**config.mk**
```make
export PLATFORM = sky130hd
export DESIGN_NAME = marking_command_frame_encoder_core
export DESIGN_NICKNAME = d
export VERILOG_FILES = /design/src/hw/rtl/mcfe_pkg.sv /design/src/hw/rtl/mcfe_front.sv /design/src/hw/rtl/mcfe_queue.sv /design/src/hw/rtl/mcfe_back.sv /design/src/hw/rtl/marking_command_frame_encoder_core.sv
export SDC_FILE = /design/constraint.sdc
export NUM_CORES = 1
export LEC_CHECK = 0
export CAP_MARGIN = 5
export CORE_UTILIZATION = 30
export DETAILED_ROUTE_END_ITERATION = 10
export DONT_BUFFER_PORTS = 1
export GPL_ROUTABILITY_DRIVEN = 0
export SLEW_MARGIN = 20
export SYNTH_ARGS = -nofsm -noshare
export SYNTH_HDL_FRONTEND = slang
export SYNTH_SLANG_ARGS = --single-unit
```
**constraint.sdc**
```tcl
create_clock -name clk -period 3.4 [get_ports clk]
set_clock_uncertainty 0.15 [all_clocks]
set_input_delay 0.51 -clock clk [delete_from_list [all_inputs] [get_ports clk]]
set_output_delay 0.51 -clock clk [all_outputs]
set_load 0.01 [all_outputs]
```
**src/hw/rtl/mcfe_pkg.sv**
```systemverilog
// ---------------------------------------------------------------------------
// mcfe_pkg: shared types and constants for the command frame encoder
// Opcodes, status codes, frame bytes and the descriptor passed from the
// classifier to the byte sequencer.
// ---------------------------------------------------------------------------
package mcfe_pkg;

    localparam int MAX_BYTES = 6;

    // Opcodes
    localparam logic [4:0] OP_CLEAR    = 5'd0;
    localparam logic [4:0] OP_BLOCK    = 5'd1;
    localparam logic [4:0] OP_LINEAR   = 5'd2;
    localparam logic [4:0] OP_CIRCULAR = 5'd3;
    localparam logic [4:0] OP_PLOT     = 5'd4;
    localparam logic [4:0] OP_2D       = 5'd5;
    localparam logic [4:0] OP_FONT     = 5'd6;
    localparam logic [4:0] OP_X        = 5'd7;
    localparam logic [4:0] OP_Y        = 5'd8;
    localparam logic [4:0] OP_ANGLE    = 5'd9;
    localparam logic [4:0] OP_SPACING  = 5'd10;
    localparam logic [4:0] OP_HEIGHT   = 5'd11;
    localparam logic [4:0] OP_NEXT     = 5'd12;
    localparam logic [4:0] OP_RESET    = 5'd13;
    localparam logic [4:0] OP_START    = 5'd14;
    localparam logic [4:0] OP_STOP     = 5'd15;
    localparam logic [4:0] OP_QUERY    = 5'd16;

    // Status codes
    localparam logic [1:0] ST_OK      = 2'd0;
    localparam logic [1:0] ST_RANGE   = 2'd1;
    localparam logic [1:0] ST_UNKNOWN = 2'd2;

    // Operand limits
    localparam logic [9:0] MAX_BLOCK   = 10'd99;
    localparam logic [9:0] MAX_FONT    = 10'd7;
    localparam logic [9:0] MAX_NUMERIC = 10'd999;
    localparam logic [9:0] MAX_QUERY   = 10'd14;

    // Frame bytes
    localparam logic [7:0] CH_ESC  = 8'h1B;
    localparam logic [7:0] CH_CAN  = 8'h18;
    localparam logic [7:0] CH_TERM = ";";
    localparam logic [7:0] CH_ZERO = "0";
    localparam logic [7:0] CH_AT   = "@";
    localparam logic [7:0] CH_B    = "B";
    localparam logic [7:0] CH_G    = "G";
    localparam logic [7:0] CH_1    = "1";
    localparam logic [7:0] CH_2    = "2";
    localparam logic [7:0] CH_3    = "3";
    localparam logic [7:0] CH_5    = "5";
    localparam logic [7:0] CH_H    = "H";
    localparam logic [7:0] CH_I    = "I";
    localparam logic [7:0] CH_J    = "J";
    localparam logic [7:0] CH_L    = "L";
    localparam logic [7:0] CH_M    = "M";
    localparam logic [7:0] CH_O    = "O";
    localparam logic [7:0] CH_Z    = "Z";
    localparam logic [7:0] CH_PCT  = "%";
    localparam logic [7:0] CH_BANG = "!";
    localparam logic [7:0] CH_QM   = "?";

    // Decoded frame: bytes in send order, count 1..6, status
    typedef struct packed {
        logic [MAX_BYTES-1:0][7:0] bytes;
        logic [2:0]                len;
        logic [1:0]                status;
    } frame_t;

    // Query field letter for index 0..14
    function automatic logic [7:0] query_code(input logic [3:0] idx);
        logic [7:0] c;
        case (idx)
            4'd0:    c = "G";
            4'd1:    c = "H";
            4'd2:    c = "I";
            4'd3:    c = "J";
            4'd4:    c = "K";
            4'd5:    c = "L";
            4'd6:    c = "M";
            4'd7:    c = "O";
            4'd8:    c = "Q";
            4'd9:    c = "P";
            4'd10:   c = "R";
            4'd11:   c = "S";
            4'd12:   c = "U";
            4'd13:   c = "$";
            default: c = "#";
        endcase
        return c;
    endfunction

endpackage

```
**src/hw/rtl/mcfe_front.sv**
```systemverilog
// ---------------------------------------------------------------------------
// mcfe_front: command classifier
// Checks opcode and operand, splits the operand into decimal digits and
// builds the full frame descriptor for the queue.
// ---------------------------------------------------------------------------
module mcfe_front (
    input  logic [4:0]      opcode,
    input  logic [9:0]      operand_value,
    output mcfe_pkg::frame_t frame
);
    import mcfe_pkg::*;

    logic [15:0] hund_prod;
    logic [3:0]  hund;
    logic [6:0]  rem100;
    logic [13:0] tens_prod;
    logic [3:0]  tens;
    logic [3:0]  ones;
    logic [7:0]  num_letter;

    // Decimal split by reciprocal multiply; exact for operands up to 999
    always_comb
    begin
        hund_prod = 16'(operand_value) * 16'd41;
        hund      = hund_prod[15:12];
        rem100    = 7'(operand_value - 10'(hund) * 10'd100);
        tens_prod = 14'(rem100) * 14'd103;
        tens      = tens_prod[13:10];
        ones      = 4'(rem100 - 7'(tens) * 7'd10);
    end

    // Letter of the numeric commands
    always_comb
    begin
        case (opcode)
            OP_X:       num_letter = CH_I;
            OP_Y:       num_letter = CH_J;
            OP_ANGLE:   num_letter = CH_L;
            OP_SPACING: num_letter = CH_M;
            default:    num_letter = CH_O;
        endcase
    end

    // Frame assembly
    always_comb
    begin
        frame          = '0;
        frame.status   = ST_OK;
        frame.bytes[0] = CH_ESC;
        unique case (opcode)
            OP_CLEAR:
            begin
                frame.bytes[1] = CH_AT;
                frame.bytes[2] = CH_TERM;
                frame.len      = 3'd3;
            end
            OP_BLOCK:
            begin
                frame.bytes[1] = CH_B;
                frame.bytes[2] = CH_ZERO + 8'(tens);
                frame.bytes[3] = CH_ZERO + 8'(ones);
                frame.bytes[4] = CH_TERM;
                frame.len      = 3'd5;
            end
            OP_LINEAR, OP_CIRCULAR, OP_PLOT, OP_2D:
            begin
                frame.bytes[1] = CH_G;
                frame.bytes[2] = (opcode == OP_LINEAR)   ? CH_1 :
                                 (opcode == OP_CIRCULAR) ? CH_2 :
                                 (opcode == OP_PLOT)     ? CH_3 : CH_5;
                frame.bytes[3] = CH_TERM;
                frame.len      = 3'd4;
            end
            OP_FONT:
            begin
                frame.bytes[1] = CH_H;
                frame.bytes[2] = CH_ZERO + 8'(operand_value[2:0]);
                frame.bytes[3] = CH_TERM;
                frame.len      = 3'd4;
            end
            OP_X, OP_Y, OP_ANGLE, OP_SPACING, OP_HEIGHT:
            begin
                frame.bytes[1] = num_letter;
                frame.bytes[2] = CH_ZERO + 8'(hund);
                frame.bytes[3] = CH_ZERO + 8'(tens);
                frame.bytes[4] = CH_ZERO + 8'(ones);
                frame.bytes[5] = CH_TERM;
                frame.len      = 3'd6;
            end
            OP_NEXT, OP_RESET, OP_START:
            begin
                frame.bytes[1] = (opcode == OP_NEXT)  ? CH_Z :
                                 (opcode == OP_RESET) ? CH_PCT : CH_BANG;
                frame.bytes[2] = CH_TERM;
                frame.len      = 3'd3;
            end
            OP_STOP:
            begin
                frame.bytes[0] = CH_CAN;
                frame.len      = 3'd1;
            end
            OP_QUERY:
            begin
                frame.bytes[1] = CH_QM;
                frame.bytes[2] = query_code(operand_value[3:0]);
                frame.bytes[3] = CH_TERM;
                frame.len      = 3'd4;
            end
            default:
            begin
                frame.bytes[0] = '0;
                frame.len      = 3'd1;
                frame.status   = ST_UNKNOWN;
            end
        endcase

        // Operand range errors replace the frame by one error transaction
        if (((opcode == OP_BLOCK) && (operand_value > MAX_BLOCK)) ||
            ((opcode == OP_FONT) && (operand_value > MAX_FONT)) ||
            ((opcode >= OP_X) && (opcode <= OP_HEIGHT) && (operand_value > MAX_NUMERIC)) ||
            ((opcode == OP_QUERY) && (operand_value > MAX_QUERY)))
        begin
            frame        = '0;
            frame.len    = 3'd1;
            frame.status = ST_RANGE;
        end
    end

endmodule

```
**src/hw/rtl/mcfe_queue.sv**
```systemverilog
// ---------------------------------------------------------------------------
// mcfe_queue: descriptor queue
// Small register queue that decouples the classifier from the sequencer.
// ---------------------------------------------------------------------------
module mcfe_queue #(
    parameter int DEPTH = 2
) (
    input  logic             clk,
    input  logic             rst_n,
    input  logic             wr_en,
    input  mcfe_pkg::frame_t wr_data,
    output logic             full,
    input  logic             rd_en,
    output mcfe_pkg::frame_t rd_data,
    output logic             rd_valid
);
    import mcfe_pkg::*;

    localparam int IDX_W = $clog2(DEPTH);
    localparam int CNT_W = $clog2(DEPTH + 1);

    frame_t             entry_reg [DEPTH];
    logic [IDX_W-1:0]   wr_ptr_reg, wr_ptr_next;
    logic [IDX_W-1:0]   rd_ptr_reg, rd_ptr_next;
    logic [CNT_W-1:0]   count_reg, count_next;
    logic               do_wr, do_rd;

    assign full     = (count_reg == CNT_W'(DEPTH));
    assign rd_valid = (count_reg != '0);
    assign rd_data  = entry_reg[rd_ptr_reg];
    assign do_wr    = wr_en && !full;
    assign do_rd    = rd_en && rd_valid;

    // Pointer and fill count update
    always_comb
    begin
        wr_ptr_next = wr_ptr_reg;
        rd_ptr_next = rd_ptr_reg;
        count_next  = count_reg;
        if (do_wr)
        begin
            wr_ptr_next = (wr_ptr_reg == IDX_W'(DEPTH - 1)) ? '0 : wr_ptr_reg + 1'b1;
        end
        if (do_rd)
        begin
            rd_ptr_next = (rd_ptr_reg == IDX_W'(DEPTH - 1)) ? '0 : rd_ptr_reg + 1'b1;
        end
        if (do_wr && !do_rd)
        begin
            count_next = count_reg + 1'b1;
        end
        else if (do_rd && !do_wr)
        begin
            count_next = count_reg - 1'b1;
        end
    end

    always_ff @(posedge clk or negedge rst_n)
    begin
        if (!rst_n)
        begin
            wr_ptr_reg <= '0;
            rd_ptr_reg <= '0;
            count_reg  <= '0;
        end
        else
        begin
            wr_ptr_reg <= wr_ptr_next;
            rd_ptr_reg <= rd_ptr_next;
            count_reg  <= count_next;
        end
    end

    // Entry storage
    always_ff @(posedge clk)
    begin
        if (do_wr)
        begin
            entry_reg[wr_ptr_reg] <= wr_data;
        end
    end

endmodule

```
**src/hw/rtl/mcfe_back.sv**
```systemverilog
// ---------------------------------------------------------------------------
// mcfe_back: byte sequencer
// Walks the bytes of the current frame into a registered output stage,
// one byte per cycle while the consumer keeps up.
// ---------------------------------------------------------------------------
module mcfe_back (
    input  logic             clk,
    input  logic             rst_n,
    input  mcfe_pkg::frame_t q_data,
    input  logic             q_valid,
    output logic             q_take,
    output logic [7:0]       frame_byte,
    output logic             last_byte,
    output logic [1:0]       status,
    output logic             empty,
    input  logic             pop
);
    import mcfe_pkg::*;

    frame_t      cur_reg;
    logic        cur_valid_reg, cur_valid_next;
    logic [2:0]  idx_reg, idx_next;
    logic        out_valid_reg, out_valid_next;
    logic [7:0]  byte_reg;
    logic        last_reg;
    logic [1:0]  status_reg;
    logic        load;
    logic        cur_last;

    assign cur_last = ((idx_reg + 3'd1) == cur_reg.len);
    assign load     = cur_valid_reg && (!out_valid_reg || pop);
    assign q_take   = q_valid && (!cur_valid_reg || (load && cur_last));

    assign frame_byte = byte_reg;
    assign last_byte  = last_reg;
    assign status     = status_reg;
    assign empty      = !out_valid_reg;

    // Sequencer control
    always_comb
    begin
        cur_valid_next = cur_valid_reg;
        idx_next       = idx_reg;
        out_valid_next = out_valid_reg;
        if (pop && out_valid_reg)
        begin
            out_valid_next = 1'b0;
        end
        if (load)
        begin
            out_valid_next = 1'b1;
            idx_next       = idx_reg + 3'd1;
            if (cur_last)
            begin
                cur_valid_next = 1'b0;
            end
        end
        if (q_take)
        begin
            cur_valid_next = 1'b1;
            idx_next       = '0;
        end
    end

    always_ff @(posedge clk or negedge rst_n)
    begin
        if (!rst_n)
        begin
            cur_valid_reg <= 1'b0;
            idx_reg       <= '0;
            out_valid_reg <= 1'b0;
        end
        else
        begin
            cur_valid_reg <= cur_valid_next;
            idx_reg       <= idx_next;
            out_valid_reg <= out_valid_next;
        end
    end

    // Payload registers
    always_ff @(posedge clk)
    begin
        if (q_take)
        begin
            cur_reg <= q_data;
        end
        if (load)
        begin
            byte_reg   <= cur_reg.bytes[idx_reg];
            last_reg   <= cur_last;
            status_reg <= cur_reg.status;
        end
    end

endmodule

```
**src/hw/rtl/marking_command_frame_encoder_core.sv**
```systemverilog
// ---------------------------------------------------------------------------
// marking_command_frame_encoder_core: serial command frame encoder
// Turns opcode/operand commands into framed bytes for a marking unit.
// ---------------------------------------------------------------------------
// Each command transaction yields one to six byte transactions: ESC, body,
// ';' (stop is a lone CAN byte; a bad operand or unknown opcode gives a
// single zero byte with a nonzero status and last_byte set). Commands are
// classified in the cycle they are pushed and held in a QUEUE_DEPTH-entry
// queue; the byte sequencer then sends one byte per cycle while pop keeps
// up, so a command occupies the output for as many byte transactions as its
// frame has bytes (1 to 6). A pushed command passes from the queue entry to
// the sequencer's frame register, then its first byte to the output register.
// push is taken whenever the queue has room, independent of the output side.
module marking_command_frame_encoder_core #(
    parameter int QUEUE_DEPTH = 2
) (
    input  logic       clk,
    input  logic       rst_n,
    input  logic       push,
    output logic       full,
    input  logic [4:0] opcode,
    input  logic [9:0] operand_value,
    output logic       empty,
    input  logic       pop,
    output logic [7:0] frame_byte,
    output logic       last_byte,
    output logic [1:0] status
);
    import mcfe_pkg::*;

    frame_t in_frame;
    frame_t q_data;
    logic   q_valid;
    logic   q_take;

    mcfe_front u_front (
        .opcode        (opcode),
        .operand_value (operand_value),
        .frame         (in_frame)
    );

    mcfe_queue #(
        .DEPTH (QUEUE_DEPTH)
    ) u_queue (
        .clk      (clk),
        .rst_n    (rst_n),
        .wr_en    (push),
        .wr_data  (in_frame),
        .full     (full),
        .rd_en    (q_take),
        .rd_data  (q_data),
        .rd_valid (q_valid)
    );

    mcfe_back u_back (
        .clk        (clk),
        .rst_n      (rst_n),
        .q_data     (q_data),
        .q_valid    (q_valid),
        .q_take     (q_take),
        .frame_byte (frame_byte),
        .last_byte  (last_byte),
        .status     (status),
        .empty      (empty),
        .pop        (pop)
    );

endmodule

```
==> flow_results.org <==
** Outcome
- The flow ran to the end, but the final reports show violations.
- Violated checks :: setup timing

** STA
- Hold is met by 0.182 ns.
- Hold violation count in the final report :: 0
- Setup violations remaining at the end of the flow were counted as 22.
- Based on the critical path, the design can be clocked at up to 0.133 GHz.
- The worst path in the final design needs a cycle of 7.50 ns, including I/O delays and setup.
- The number of max-slew violations in the final report came to 0.
- Setup slack on the critical path of the routed design comes to -4.10 ns.
- Of the available clock period, the critical path in the final layout requires 2.20.
- The worst pin sits at a relative slew slack of 0.443.
- At the pin with the least slew margin, the transition time is 0.834 ns.
- Unrepaired setup endpoints after global routing :: yes

** Synth
- A synthesized cell averages 12.0 sq um.
- Sequential-to-total area share from yosys stat :: 0.478
- In the synthesized netlist the dominant register cell turns out to be edfxtp_1.
- Ys async rst share :: 0.0783
- Syn Std Cell Area :: 7130 sq um
- Combinational family with the most area after synthesis :: adder cells
- The complex-gate fraction of the synthesized area was 0.0940.
- The synthesized design contains 106 enable-type register cells.
- Synthesis produced a netlist with a net count of 709.
- Of the post-synthesis cell area, the part taken by muxes is 0.0747.
- Number of unique standard cell types used by synthesis :: 66
- The Yosys step of the flow raised 0 warnings.
- The synthesized design contains 115 register bits.
- Post-synthesis share of cell area spent on and, or, nand and nor gates :: 0.0923
- After technology mapping, the gate count stands at 595.
- Area share of fa/ha/maj cells after synthesis :: 0.181
- Of the total synthesized cell area, the portion taken by XOR and XNOR cells is 0.0356.

** Worst setup path
- FF-to-FF Start :: u_back.idx_reg[0]$_DFFE_PN0P_
- Arrival time at the worst endpoint :: 7.49 ns
- CP max stage delay :: 0.58 ns
- Family with the most delay on the worst path :: adder cells
- Worst setup path startpoint :: operand_value[2]
- Combined buffer and inverter count along the critical path :: 3
- Data on the critical path is required at its endpoint by 3.40 ns.
- Maximum fanout along the worst path :: 8
- The critical path is of the in2reg type.
- STA classifies the critical path endpoint as a flip-flop.
- On the critical path, the stage with the largest delay is an instance of fa_2.
- Startpoint Class :: primary input

** Die
- The region available for standard cell placement spans 23,400 sq um.
- Die boundary width :: 156 microns
- Floorplan row count :: 56
- Effective utilization at floorplan :: 0.305
- Number of top-level pins :: 32
- The die covers 24,400 sq um.
- The die is 156 microns tall.

** CTS
- CTS placed an instance of clkbuf_16 at the clock tree root.
- Clock tree buffer depth :: 2
- The H-tree was split into 4 levels.
- Clock-pin slew was measured on the worst setup and hold paths at 0.05 ns.
- The number of clock buffers added by TritonCTS is 17.
- TritonCTS built the clock tree.
- Clock sink count :: 115
- Clock latency reported for the late side of the worst-skew pair :: 0.40 ns

** Finish
- The repair_antennas step left the layout with diodes totalling 0.
- In the final layout, the multi-input gates occupy 3930 sq um.
- The finished cells cover 9210 sq um.
- The area growth from synthesis to layout is 29.0%.
- Fraction of final layout cells sized beyond drive strength 1 :: 0.328
- Most frequent cells in the layout :: edfxtp_1, buf_4, ha_1
- Largest register FFs :: 64
- Fin nets :: 788
- In the final layout, flip-flops and latches occupy 3410 sq um.
- Layout filler cell count :: 2,243
- Most frequent standard cell in the layout excluding fill and tap cells :: edfxtp_1

** Drt
- Wirelength per Cell :: 14.8 microns
- Detail-routed via count per cell :: 4.66
- Number of remaining DRC errors :: 0
- Total number of vias :: 4,691
- The first routing iteration left 255 violations.
- Antenna Violating Nets Remaining :: 0
- Post-Route WL :: 14,900 microns
- DRT Pass-1 Iters :: 4

** Global route
- Entering global routing, the biggest net connects 37 pins.
- The first global-routing pass estimated 24,300 microns of wire.
- GRT Residual Overflow :: 0
- For this run, the total global-route usage over all layers was measured as 0.128.
- The number of antenna violations at the first check in global routing is 0.
- Number of global-route vias before repair :: 4,842

** Place
- IO Port Bufs :: 0
- Dpl hpwl :: 10,500 microns
- After detailed placement, the total cell area comes to 8040 sq um.

** Min path
- Launch point of the worst hold path :: opcode[4]
- The path class of the tightest hold or removal check is in2reg.

** Run
- Maxcap violations :: 0
## worst paths after layout
kind	endpoint	slack (ns)	depth (start not counted)
max	u_queue.entry_reg[0][32]$_DFFE_PP_	-4.10	34
min	u_queue.entry_reg[0][19]$_DFFE_PP_	0.18	1
max reg2reg	u_back.cur_reg[30]$_DFFE_PP_	0.98	7
min reg2reg	u_back.status[1]$_DFFE_PP_	0.27	0
max in group asynchronous	u_queue.count_reg[1]$_DFFE_PN0P_	2.46	1
min in group asynchronous	u_back.idx_reg[0]$_DFFE_PN0P_	0.34	1
## layout make-up
class / count / area share
clock buffer: 21 / 0.0478
clock inverter: 11 / 0.0200
inverter: 53 / 0.0216
multi-input combinational: 404 / 0.427
sequential: 115 / 0.370
tap: 319 / 0.0434
timing repair buffer: 83 / 0.0700
## cells in the mapped netlist (all sizes together), types with 12 or more instances
| master | count | share of area |
|---|---|---|
| nor2 | 39 | 0.021 |
| xnor2 | 18 | 0.022 |
| inv | 53 | 0.028 |
| a21oi | 27 | 0.019 |
| nand2 | 34 | 0.018 |
| nand3 | 12 | 0.0084 |
| clkbuf | 12 | 0.0063 |
| ha | 81 | 0.14 |
| o21ai | 21 | 0.015 |
| mux2 | 34 | 0.054 |
| fa | 14 | 0.039 |
| edfxtp | 106 | 0.45 |
## routing by layer
layer	wire [microns]	global-route usage
met1	7020	0.166
met2	7280	0.212
met3	411	0.0253
met4	211	0.0420
met5	0	0
## timing repair
item | 4_1_cts | 5_1_grt
resized for setup | 38 | 30
setup endpoints to repair | 22 | 22
pin swaps | 39 | 27
hold buffers | 1 | 0
endpoints found under the hold margin | 9 | 0
setup buffers | 9 | 10
## kinds of logic after synthesis
kind of cell | Yosys count
other | 1
AO/OA/AOI/OAI | 101
AND/OR/NAND/NOR | 134
XOR/XNOR | 29
multiplexers | 44
flip-flops | 115
buffers and inverters | 76
adder cells (fa/ha/maj) | 95
## stage by stage
stage               utilization  setup slack [ns]  TNS (ns)  cells
finish                    0.393             -4.10    -79.52   1006
global route              0.393             -4.45    -86.47   1006
CTS                       0.383             -4.18    -80.96   1000
detailed placement        0.344             -4.86    -95.69    958
global placement          0.344             -4.81    -94.73    958
floorplan                     -             -4.43    -84.36    595
Power is not shown: default switching activity piles up to over one toggle a cycle in this logic, so the estimate is an artifact.
